**src/rtl/rfm_pkg.sv**
```systemverilog
// shared constants, types and codes for the reciprocal frequency meter
// used by rfm_div, reciprocal_frequency_meter_unit and rfm_checker
package rfm_pkg;

  localparam int TIMER_W   = 16;
  localparam int COUNT_W   = 10;
  localparam int SUM_W     = 32;
  localparam int CLK_W     = 24;
  localparam int SCALE_W   = 14;
  localparam int TCOUNT_W  = COUNT_W + 1;
  localparam int DEN_W     = SUM_W + 1;
  localparam int SBASE_W   = CLK_W + SCALE_W;
  localparam int NUM_W     = SBASE_W + TCOUNT_W;
  localparam int DIV_CNT_W = $clog2(NUM_W);
  localparam int FREQ_W    = 32;
  localparam int OUT_W     = 48;
  localparam int CFG_IDX_W = 2;
  localparam int CFG_DAT_W = 24;

  localparam logic [SCALE_W-1:0]  FREQ_SCALE     = SCALE_W'(10000);
  localparam logic [TIMER_W-1:0]  MIN_INTERVAL_RST = TIMER_W'(10000);
  localparam logic [COUNT_W-1:0]  BATCH_SIZE_RST = COUNT_W'(50);
  localparam logic [CLK_W-1:0]    CLOCK_BASE_RST = CLK_W'(1000032);
  localparam logic [SUM_W-1:0]    SUM_MAX        = '1;
  localparam logic [FREQ_W-1:0]   FREQ_MAX       = '1;

  // configuration register indexes
  localparam logic [CFG_IDX_W-1:0] REG_MIN_INTERVAL = CFG_IDX_W'(0);
  localparam logic [CFG_IDX_W-1:0] REG_BATCH_SIZE   = CFG_IDX_W'(1);
  localparam logic [CFG_IDX_W-1:0] REG_CLOCK_BASE   = CFG_IDX_W'(2);

  typedef enum logic [6:0] {
    ST_IDLE  = 7'b0000001,
    ST_CHECK = 7'b0000010,
    ST_MUL1  = 7'b0000100,
    ST_MUL2  = 7'b0001000,
    ST_START = 7'b0010000,
    ST_WAIT  = 7'b0100000,
    ST_DONE  = 7'b1000000
  } state_t;

  typedef struct packed {
    logic start;
  } div_ctl_t;

  typedef struct packed {
    logic busy;
    logic done;
  } div_stat_t;

endpackage

```
**src/rtl/reciprocal_frequency_meter_unit.sv**
```systemverilog
// reciprocal frequency meter: interval filter, batch sums and scaled division
// depends on rfm_pkg and rfm_div
// a capture that closes no batch holds the input only through the check state; one that
// closes a batch also passes the multiply, start, wait and done states, mostly the 49-step divider
// the input takes no new capture until the sequencer is back in idle, which takes
// longer while an earlier result waits in the output register
// reset (rst, synchronous): clears the running and previous sums and counts and the reference
// capture, drops a pending result, and loads the register defaults 10000 / 50 / 1000032
module reciprocal_frequency_meter_unit import rfm_pkg::*; (
  input  logic                 clk,
  input  logic                 rst,
  // capture stream
  input  logic                 s_tvalid,
  output logic                 s_tready,
  input  logic [TIMER_W-1:0]   s_tdata,   // [15:0] capture_value
  // result stream
  output logic                 m_tvalid,
  input  logic                 m_tready,
  output logic [OUT_W-1:0]     m_tdata,   // [31:0] freq_x10000, [41:32] sample_count, zeros above
  // register write channel
  input  logic                 cfg_valid,
  output logic                 cfg_ready,
  input  logic [CFG_IDX_W-1:0] cfg_index,
  input  logic [CFG_DAT_W-1:0] cfg_data
);

  state_t state;

  // configuration registers
  logic [TIMER_W-1:0] min_interval;
  logic [COUNT_W-1:0] batch_size;
  logic [CLK_W-1:0]   clock_base;

  // measurement state
  logic [TIMER_W-1:0] reference_capture;
  logic [SUM_W-1:0]   running_sum;
  logic [COUNT_W-1:0] running_count;
  logic [SUM_W-1:0]   previous_sum;
  logic [COUNT_W-1:0] previous_count;
  logic               have_previous;

  // working registers of one batch-closing transaction
  logic [TIMER_W-1:0]  capture;
  logic [SUM_W-1:0]    cur_sum;
  logic [COUNT_W-1:0]  cur_count;
  logic [DEN_W-1:0]    tot_sum;
  logic [TCOUNT_W-1:0] tot_count;
  logic [SBASE_W-1:0]  scaled_base;
  logic [NUM_W-1:0]    numerator;

  // output register
  logic [FREQ_W-1:0]  freq_x10000;
  logic [COUNT_W-1:0] sample_count;

  // interval path
  logic [TIMER_W-1:0] diff;
  logic [SUM_W:0]     sum_wide;
  logic [SUM_W-1:0]   sum_sat;
  logic [COUNT_W-1:0] count_inc;
  logic               keep;
  logic               close;

  // divider
  div_ctl_t         div_ctl;
  div_stat_t        div_stat;
  logic [NUM_W-1:0] quotient;
  logic             out_free;

  assign s_tready  = (state == ST_IDLE);
  assign cfg_ready = 1'b1;
  assign out_free  = !m_tvalid || m_tready;
  assign m_tdata   = {{(OUT_W - FREQ_W - COUNT_W){1'b0}}, sample_count, freq_x10000};

  // interval modulo the timer range, saturating sum, wrapping count
  assign diff      = capture - reference_capture;
  assign keep      = diff >= min_interval;
  assign sum_wide  = {1'b0, running_sum} + {{(SUM_W + 1 - TIMER_W){1'b0}}, diff};
  assign sum_sat   = sum_wide[SUM_W] ? SUM_MAX : sum_wide[SUM_W-1:0];
  assign count_inc = running_count + 1'b1;
  assign close     = count_inc >= batch_size;

  assign div_ctl.start = (state == ST_START);

  rfm_div u_div (
    .clk      (clk),
    .rst      (rst),
    .ctl      (div_ctl),
    .dividend (numerator),
    .divisor  (tot_sum),
    .stat     (div_stat),
    .quotient (quotient)
  );

  // register writes
  always_ff @(posedge clk) begin
    if (rst) begin
      min_interval <= MIN_INTERVAL_RST;
      batch_size   <= BATCH_SIZE_RST;
      clock_base   <= CLOCK_BASE_RST;
    end else if (cfg_valid && cfg_ready) begin
      unique case (cfg_index)
        REG_MIN_INTERVAL: min_interval <= cfg_data[TIMER_W-1:0];
        REG_BATCH_SIZE:   batch_size   <= cfg_data[COUNT_W-1:0];
        REG_CLOCK_BASE:   clock_base   <= cfg_data[CLK_W-1:0];
        default: ;
      endcase
    end
  end

  // sequencer and measurement state
  always_ff @(posedge clk) begin
    if (rst) begin
      state             <= ST_IDLE;
      reference_capture <= '0;
      running_sum       <= '0;
      running_count     <= '0;
      previous_sum      <= '0;
      previous_count    <= '0;
      have_previous     <= 1'b0;
      m_tvalid          <= 1'b0;
    end else begin
      unique case (state)
        ST_IDLE: begin
          if (s_tvalid) begin
            state <= ST_CHECK;
          end
        end
        ST_CHECK: begin
          // a short interval leaves everything as it was
          if (keep) begin
            reference_capture <= capture;
            if (close) begin
              running_sum   <= '0;
              running_count <= '0;
              state         <= ST_MUL1;
            end else begin
              running_sum   <= sum_sat;
              running_count <= count_inc;
              state         <= ST_IDLE;
            end
          end else begin
            state <= ST_IDLE;
          end
        end
        ST_MUL1: begin
          // the first batch stands in for its own predecessor
          have_previous  <= 1'b1;
          previous_sum   <= cur_sum;
          previous_count <= cur_count;
          state          <= ST_MUL2;
        end
        ST_MUL2:  state <= ST_START;
        ST_START: state <= ST_WAIT;
        ST_WAIT: begin
          if (div_stat.done) begin
            state <= ST_DONE;
          end
        end
        ST_DONE: begin
          if (out_free) begin
            state <= ST_IDLE;
          end
        end
        default: state <= ST_IDLE;
      endcase
      // a finished batch fills the output register, a transaction empties it
      if (state == ST_DONE && out_free) begin
        m_tvalid <= 1'b1;
      end else if (m_tready) begin
        m_tvalid <= 1'b0;
      end
    end
  end

  // datapath registers, no reset needed
  always_ff @(posedge clk) begin
    if (state == ST_IDLE && s_tvalid) begin
      capture <= s_tdata;
    end
    if (state == ST_CHECK) begin
      cur_sum   <= sum_sat;
      cur_count <= count_inc;
    end
    if (state == ST_MUL1) begin
      if (have_previous) begin
        tot_sum   <= {1'b0, previous_sum} + {1'b0, cur_sum};
        tot_count <= {1'b0, previous_count} + {1'b0, cur_count};
      end else begin
        tot_sum   <= {cur_sum, 1'b0};
        tot_count <= {cur_count, 1'b0};
      end
      scaled_base <= SBASE_W'(clock_base) * SBASE_W'(FREQ_SCALE);
    end
    if (state == ST_MUL2) begin
      numerator <= NUM_W'(scaled_base) * NUM_W'(tot_count);
    end
    // a zero divisor yields an all-ones quotient, which saturates as well
    if (state == ST_DONE && out_free) begin
      freq_x10000  <= (quotient[NUM_W-1:FREQ_W] != '0) ? FREQ_MAX
                                                        : quotient[FREQ_W-1:0];
      sample_count <= cur_count;
    end
  end

endmodule

```
**src/rtl/rfm_div.sv**
```systemverilog
// restoring divider, one quotient bit per cycle
// depends on rfm_pkg
module rfm_div import rfm_pkg::*; (
  input  logic             clk,
  input  logic             rst,
  input  div_ctl_t         ctl,
  input  logic [NUM_W-1:0] dividend,
  input  logic [DEN_W-1:0] divisor,
  output div_stat_t        stat,
  output logic [NUM_W-1:0] quotient
);

  logic                 busy;
  logic [DIV_CNT_W-1:0] cnt;
  logic [NUM_W-1:0]     dvd;
  logic [DEN_W-1:0]     rem;
  logic [DEN_W-1:0]     den;
  logic [DEN_W:0]       trial;
  logic                 fits;

  assign trial = {rem, dvd[NUM_W-1]};
  assign fits  = trial >= {1'b0, den};

  always_ff @(posedge clk) begin
    if (rst) begin
      busy <= 1'b0;
      cnt  <= '0;
    end else if (ctl.start) begin
      busy <= 1'b1;
      cnt  <= DIV_CNT_W'(NUM_W - 1);
    end else if (busy) begin
      if (cnt == '0) begin
        busy <= 1'b0;
      end
      cnt <= cnt - 1'b1;
    end
  end

  // quotient bits shift into the dividend register from the bottom
  always_ff @(posedge clk) begin
    if (ctl.start) begin
      dvd <= dividend;
      den <= divisor;
      rem <= '0;
    end else if (busy) begin
      if (fits) begin
        rem <= DEN_W'(trial - {1'b0, den});
      end else begin
        rem <= trial[DEN_W-1:0];
      end
      dvd <= {dvd[NUM_W-2:0], fits};
    end
  end

  assign stat.busy = busy;
  assign stat.done = busy && (cnt == '0);
  assign quotient  = dvd;

endmodule

```
**config.mk**
```make
export PLATFORM = sky130hd
export DESIGN_NAME = reciprocal_frequency_meter_unit
export DESIGN_NICKNAME = d
export VERILOG_FILES = /design/src/rtl/rfm_pkg.sv /design/src/rtl/reciprocal_frequency_meter_unit.sv /design/src/rtl/rfm_div.sv
export SDC_FILE = /design/constraint.sdc
export NUM_CORES = 2
export LEC_CHECK = 0
export BUFFER_PORTS_ARGS = -buffer_cell sky130_fd_sc_hd__buf_2
export CAP_MARGIN = 15
export CORE_MARGIN = 2
export CORE_UTILIZATION = 39
export DETAILED_ROUTE_END_ITERATION = 10
export GPL_ROUTABILITY_DRIVEN = 0
export GPL_TIMING_DRIVEN = 0
export SYNTH_ARGS = -nofsm -noshare
export SYNTH_HDL_FRONTEND = slang
export SYNTH_SLANG_ARGS = --single-unit
```
**constraint.sdc**
```tcl
create_clock -name clk -period 7.3 [get_ports clk]
set_input_delay 0.365 -clock clk [delete_from_list [all_inputs] [get_ports clk]]
set_output_delay 0.365 -clock clk [all_outputs]
set_load 0.02 [all_outputs]
```
==> qor.yml <==
cts.path.max_buffers: 3
first_pass_iters: 5
cp-end-kind: "flop"
via_count: 29310
ys_seq_elements: 504
p_leak_nw: 19.30
cts.sinks: 504
drc: 0
coreArea_sq_um: 101600
crit_required_ns: 7.68
async_flop_share_pct: 0
utilization_pct: 43.92
critPathBufInv: 4
crit_path_frequent_cell: "fa_1"
synthTopCellsByArea: "edfxtp_1 (23%), fa_1 (18%), dfxtp_1 (10%)"
hold_path_class: "in2reg"
p_int_mw: 7.162
seq_power_share_pct: 29.5
avgSynthCellArea_sq_um: 9.497
p_switching_mw: 4.379
dp_cells: 5664
finalNetCount: 5108
synth_top_cell_by_area: "edfxtp_1"
cp_slowest_cell: "edfxtp_1"
num_rows: 117
ys.warnings.count: 0
synth.cell_area_sq_um: 39820
die_w_microns: 323.5
p_sw_share_pct: 37.94
tns_ns: 0
clkTransAtPathRegs_ns: 0.06
drt_iter0_drc: 2054
grt_max_degree: 48
cp-start-kind: "flop"
slew_headroom_pct: 33.92
clkLatencyLatePin_ns: 0.69
synthFlopType: "edfxtp_1"
root_buffer: "clkbuf_16"
multi_input_area_sq_um: 23810
synth_edf_count: 305
ys_seq_area_share_pct: 33.00
regArea_sq_um: 13140
crit_chain: "clkbuf_1 > nand2_1 > fa_1 > inv_1 > fa_1 > fa_1 > fa_1 > inv_1 > fa_1 > inv_1 > ha_1 > a21o_1 > a21o_1 > a211o_1 > a21oi_1 > a211o_1 > a211oi_1 > o22ai_1 > o31ai_1 > xor2_1"
rsz0062_at_grt: "false"
p_comb_share_pct: 44.5
yosysTopAreaCellShare_pct: 23.00
start_util_pct: 39.20
synth_cells: 4193
worstSetupPathType: "reg2reg"
skew_ns: 0.05249
power_density_nw_per_um2: 258.6
hpwlAfterDp_mm: 77.62
die_area_sq_um: 104700
drive_gt1_share_pct: 6.766
power.share.clock_pct: 25.9
ant_nets: 0
wl_per_cell_microns: 17.08
grt_first_pass_wirelength_mm: 159.0
avgViaCountPerCell: 5.037
max_stage_delay_ns: 0.59
io_buffers: 90
critPathArrivalTime_ns: 7.32
stdcell_count: 5818
setup_viol: 0
cap_violations: 0
power_mw: 11.54
grtUsageTotal_pct: 19.23
status: "finished, final reports clean"
critPathTopFamily: "adder cells"
ir_drop_v: 0.0002332
tightest_slew_ns: 0.9822
ios: 98
antenna_found_initial: 4
routed_wl_mm: 99.39
synth_cell_types: 103
overflow: 0
min_period_over_period_pct: 95.08
die_h_microns: 323.5
htreeDepth: 2
grt_pass1_vias: 29160
fillers: 9963
syn2layout_area_growth_pct: 12.05
slew_viol_final: 0
hold_viol_final: 0
cts_made_buffers: 58
max_freq_ghz: 0.1441
cts_tree: "done"
period_needed_ns: 6.941
cp_max_fo: 10
## power groups by stage
stage | clock [mW] | combinational [mW] | sequential (mW)
floorplan | 0 | 3.86 | 3.44
global placement | 0 | 4.99 | 3.47
detailed placement | 0 | 5.06 | 3.47
CTS | 3.09 | 5.11 | 3.41
global route | 3.19 | 5.84 | 3.42
finish | 2.99 | 5.14 | 3.41
## final cells by class
cell class,count,area share (%)
clock buffers,73,3.539
diodes,1,0.005608
clock inverters,37,0.8833
plain buffers,175,1.663
multi-input cells,2930,53.35
inverters,589,4.955
well taps,1368,3.836
flip-flops and latches,504,29.46
repair buffers,141,2.311
## cell usage in the layout (no fill, tap or decap), types with 12 or more instances in the layout
cell type / instances
nor3_1: 27
buf_2: 103
nand4_1: 23
nand2_1: 694
xnor2_1: 106
o21a_1: 24
a22o_1: 12
a31oi_1: 32
o21bai_1: 19
nand3b_1: 14
nor2b_1: 18
clkbuf_1: 145
edfxtp_1: 305
xor2_1: 55
inv_1: 586
o211ai_1: 34
clkinv_2: 13
a21oi_1: 275
dlygate4sd3_1: 43
mux2_2: 25
a211oi_1: 34
o31ai_1: 14
nand2b_1: 60
mux2i_1: 15
nand3_1: 58
o21ai_0: 117
a211o_1: 12
a21o_1: 80
clkbuf_16: 59
clkbuf_2: 12
and3_1: 25
ha_1: 311
dfxtp_1: 199
fa_1: 351
nor2_1: 131
and2_1: 185
## worst register-to-register path: stages (launching register included)
cell and delay (ns):
edfxtp_1 0.59, clkbuf_1 0.59, nand2_1 0.17, fa_1 0.56, inv_1 0.05, fa_1 0.57, fa_1 0.46, fa_1 0.49
inv_1 0.05, fa_1 0.47, inv_1 0.04, ha_1 0.34, a21o_1 0.18, a21o_1 0.17, a211o_1 0.28, a21oi_1 0.41
a211o_1 0.38, a211oi_1 0.16, o22ai_1 0.34, o31ai_1 0.16, xor2_1 0.17
## registers in the layout, indices dropped and copies added (netlist names), 11 cells and up
| name | count |
|---|---|
| capture | 16 |
| clock_base | 24 |
| cur_sum | 32 |
| freq_x10000 | 32 |
| min_interval | 16 |
| numerator | 45 |
| previous_sum | 32 |
| reference_capture | 16 |
| running_sum | 32 |
| scaled_base | 34 |
| tot_count | 11 |
| tot_sum | 33 |
| u_div.den | 33 |
| u_div.quotient | 49 |
| u_div.rem | 33 |
## path summary, 6_finish.rpt
| path | endpoint | depth (start not counted) | slack, ns | from |
|---|---|---|---|---|
| hold reg to reg | u_div.den[17]$_DFFE_PP_ | 0 | 0.42 | tot_sum[17]$_DFFE_PP_ |
| hold / removal | min_interval[15]$_SDFFE_PP0P_ | 4 | 0.13 | cfg_index[1] |
| setup reg to reg | numerator[47]$_DFFE_PP_ | 20 | 0.36 | tot_count[5]$_DFFE_PP_ |
| setup / recovery | numerator[47]$_DFFE_PP_ | 20 | 0.36 | tot_count[5]$_DFFE_PP_ |
## kinds of logic (layout without fill, tap and decap cells)
| kind of cell | Yosys count | in the layout | synth area share [%] |
|---|---|---|---|
| AO/OA/AOI/OAI | 757 | 757 | 12.25 |
| multiplexers | 40 | 40 | 1.084 |
| flip-flops | 504 | 504 | 33.00 |
| buffers and inverters | 764 | 1015 | 7.368 |
| adder cells (fa/ha/maj) | 662 | 662 | 27.42 |
| other | 2 | 8 | 0.01886 |
| XOR/XNOR | 161 | 161 | 3.541 |
| AND/OR/NAND/NOR | 1303 | 1303 | 15.32 |
## routing by layer
metal | track usage (%) | routed length [microns] | vias to the layer above | share of wire [%]
li1 | - | - | 14350 | -
met1 | 26.89 | 46620 | 14050 | 47
met2 | 30.90 | 44460 | 747 | 45
met3 | 2.766 | 5614 | 152 | 5.6
met4 | 5.751 | 2669 | 4 | 2.7
met5 | 0 | 23 | - | 0.023
## Yosys cell counts (15+ instances only)
cell type,n
a21o_1,80
o21bai_1,19
inv_1,586
nand2b_1,60
o211ai_1,34
nor2b_1,19
fa_1,351
clkbuf_1,148
mux2i_1,15
ha_1,311
xnor2_1,106
and2_1,185
nand2_1,695
nor3_1,27
dfxtp_1,199
nand3_1,58
xor2_1,55
mux2_2,25
edfxtp_1,305
and3_1,25
nand4_1,23
o21a_1,24
nor2_1,131
o21ai_0,117
a31oi_1,33
a211oi_1,34
a21oi_1,275
## per-stage QoR
| stage | instance area (sq um) | setup WS [ns] | hold WS, ns |
|---|---|---|---|
| after floorplan | 39840 | 1.527 | 0.4003 |
| after global placement | 42000 | 0.09343 | 0.4008 |
| after detailed placement | 42180 | 0.04908 | 0.4045 |
| after CTS | 44590 | 0.0008615 | 0.07362 |
| after global routing | 44620 | 0.1035 | 0.1386 |
| final | 44620 | 0.3594 | 0.1304 |
## repair_timing
action	4_1_cts	5_1_grt
resized for setup	1	22
setup endpoints to repair	1	6
hold buffers	43	0
buffers inserted	0	0
hold endpoints to repair	67	0
Power figures use the tool's default switching activity.
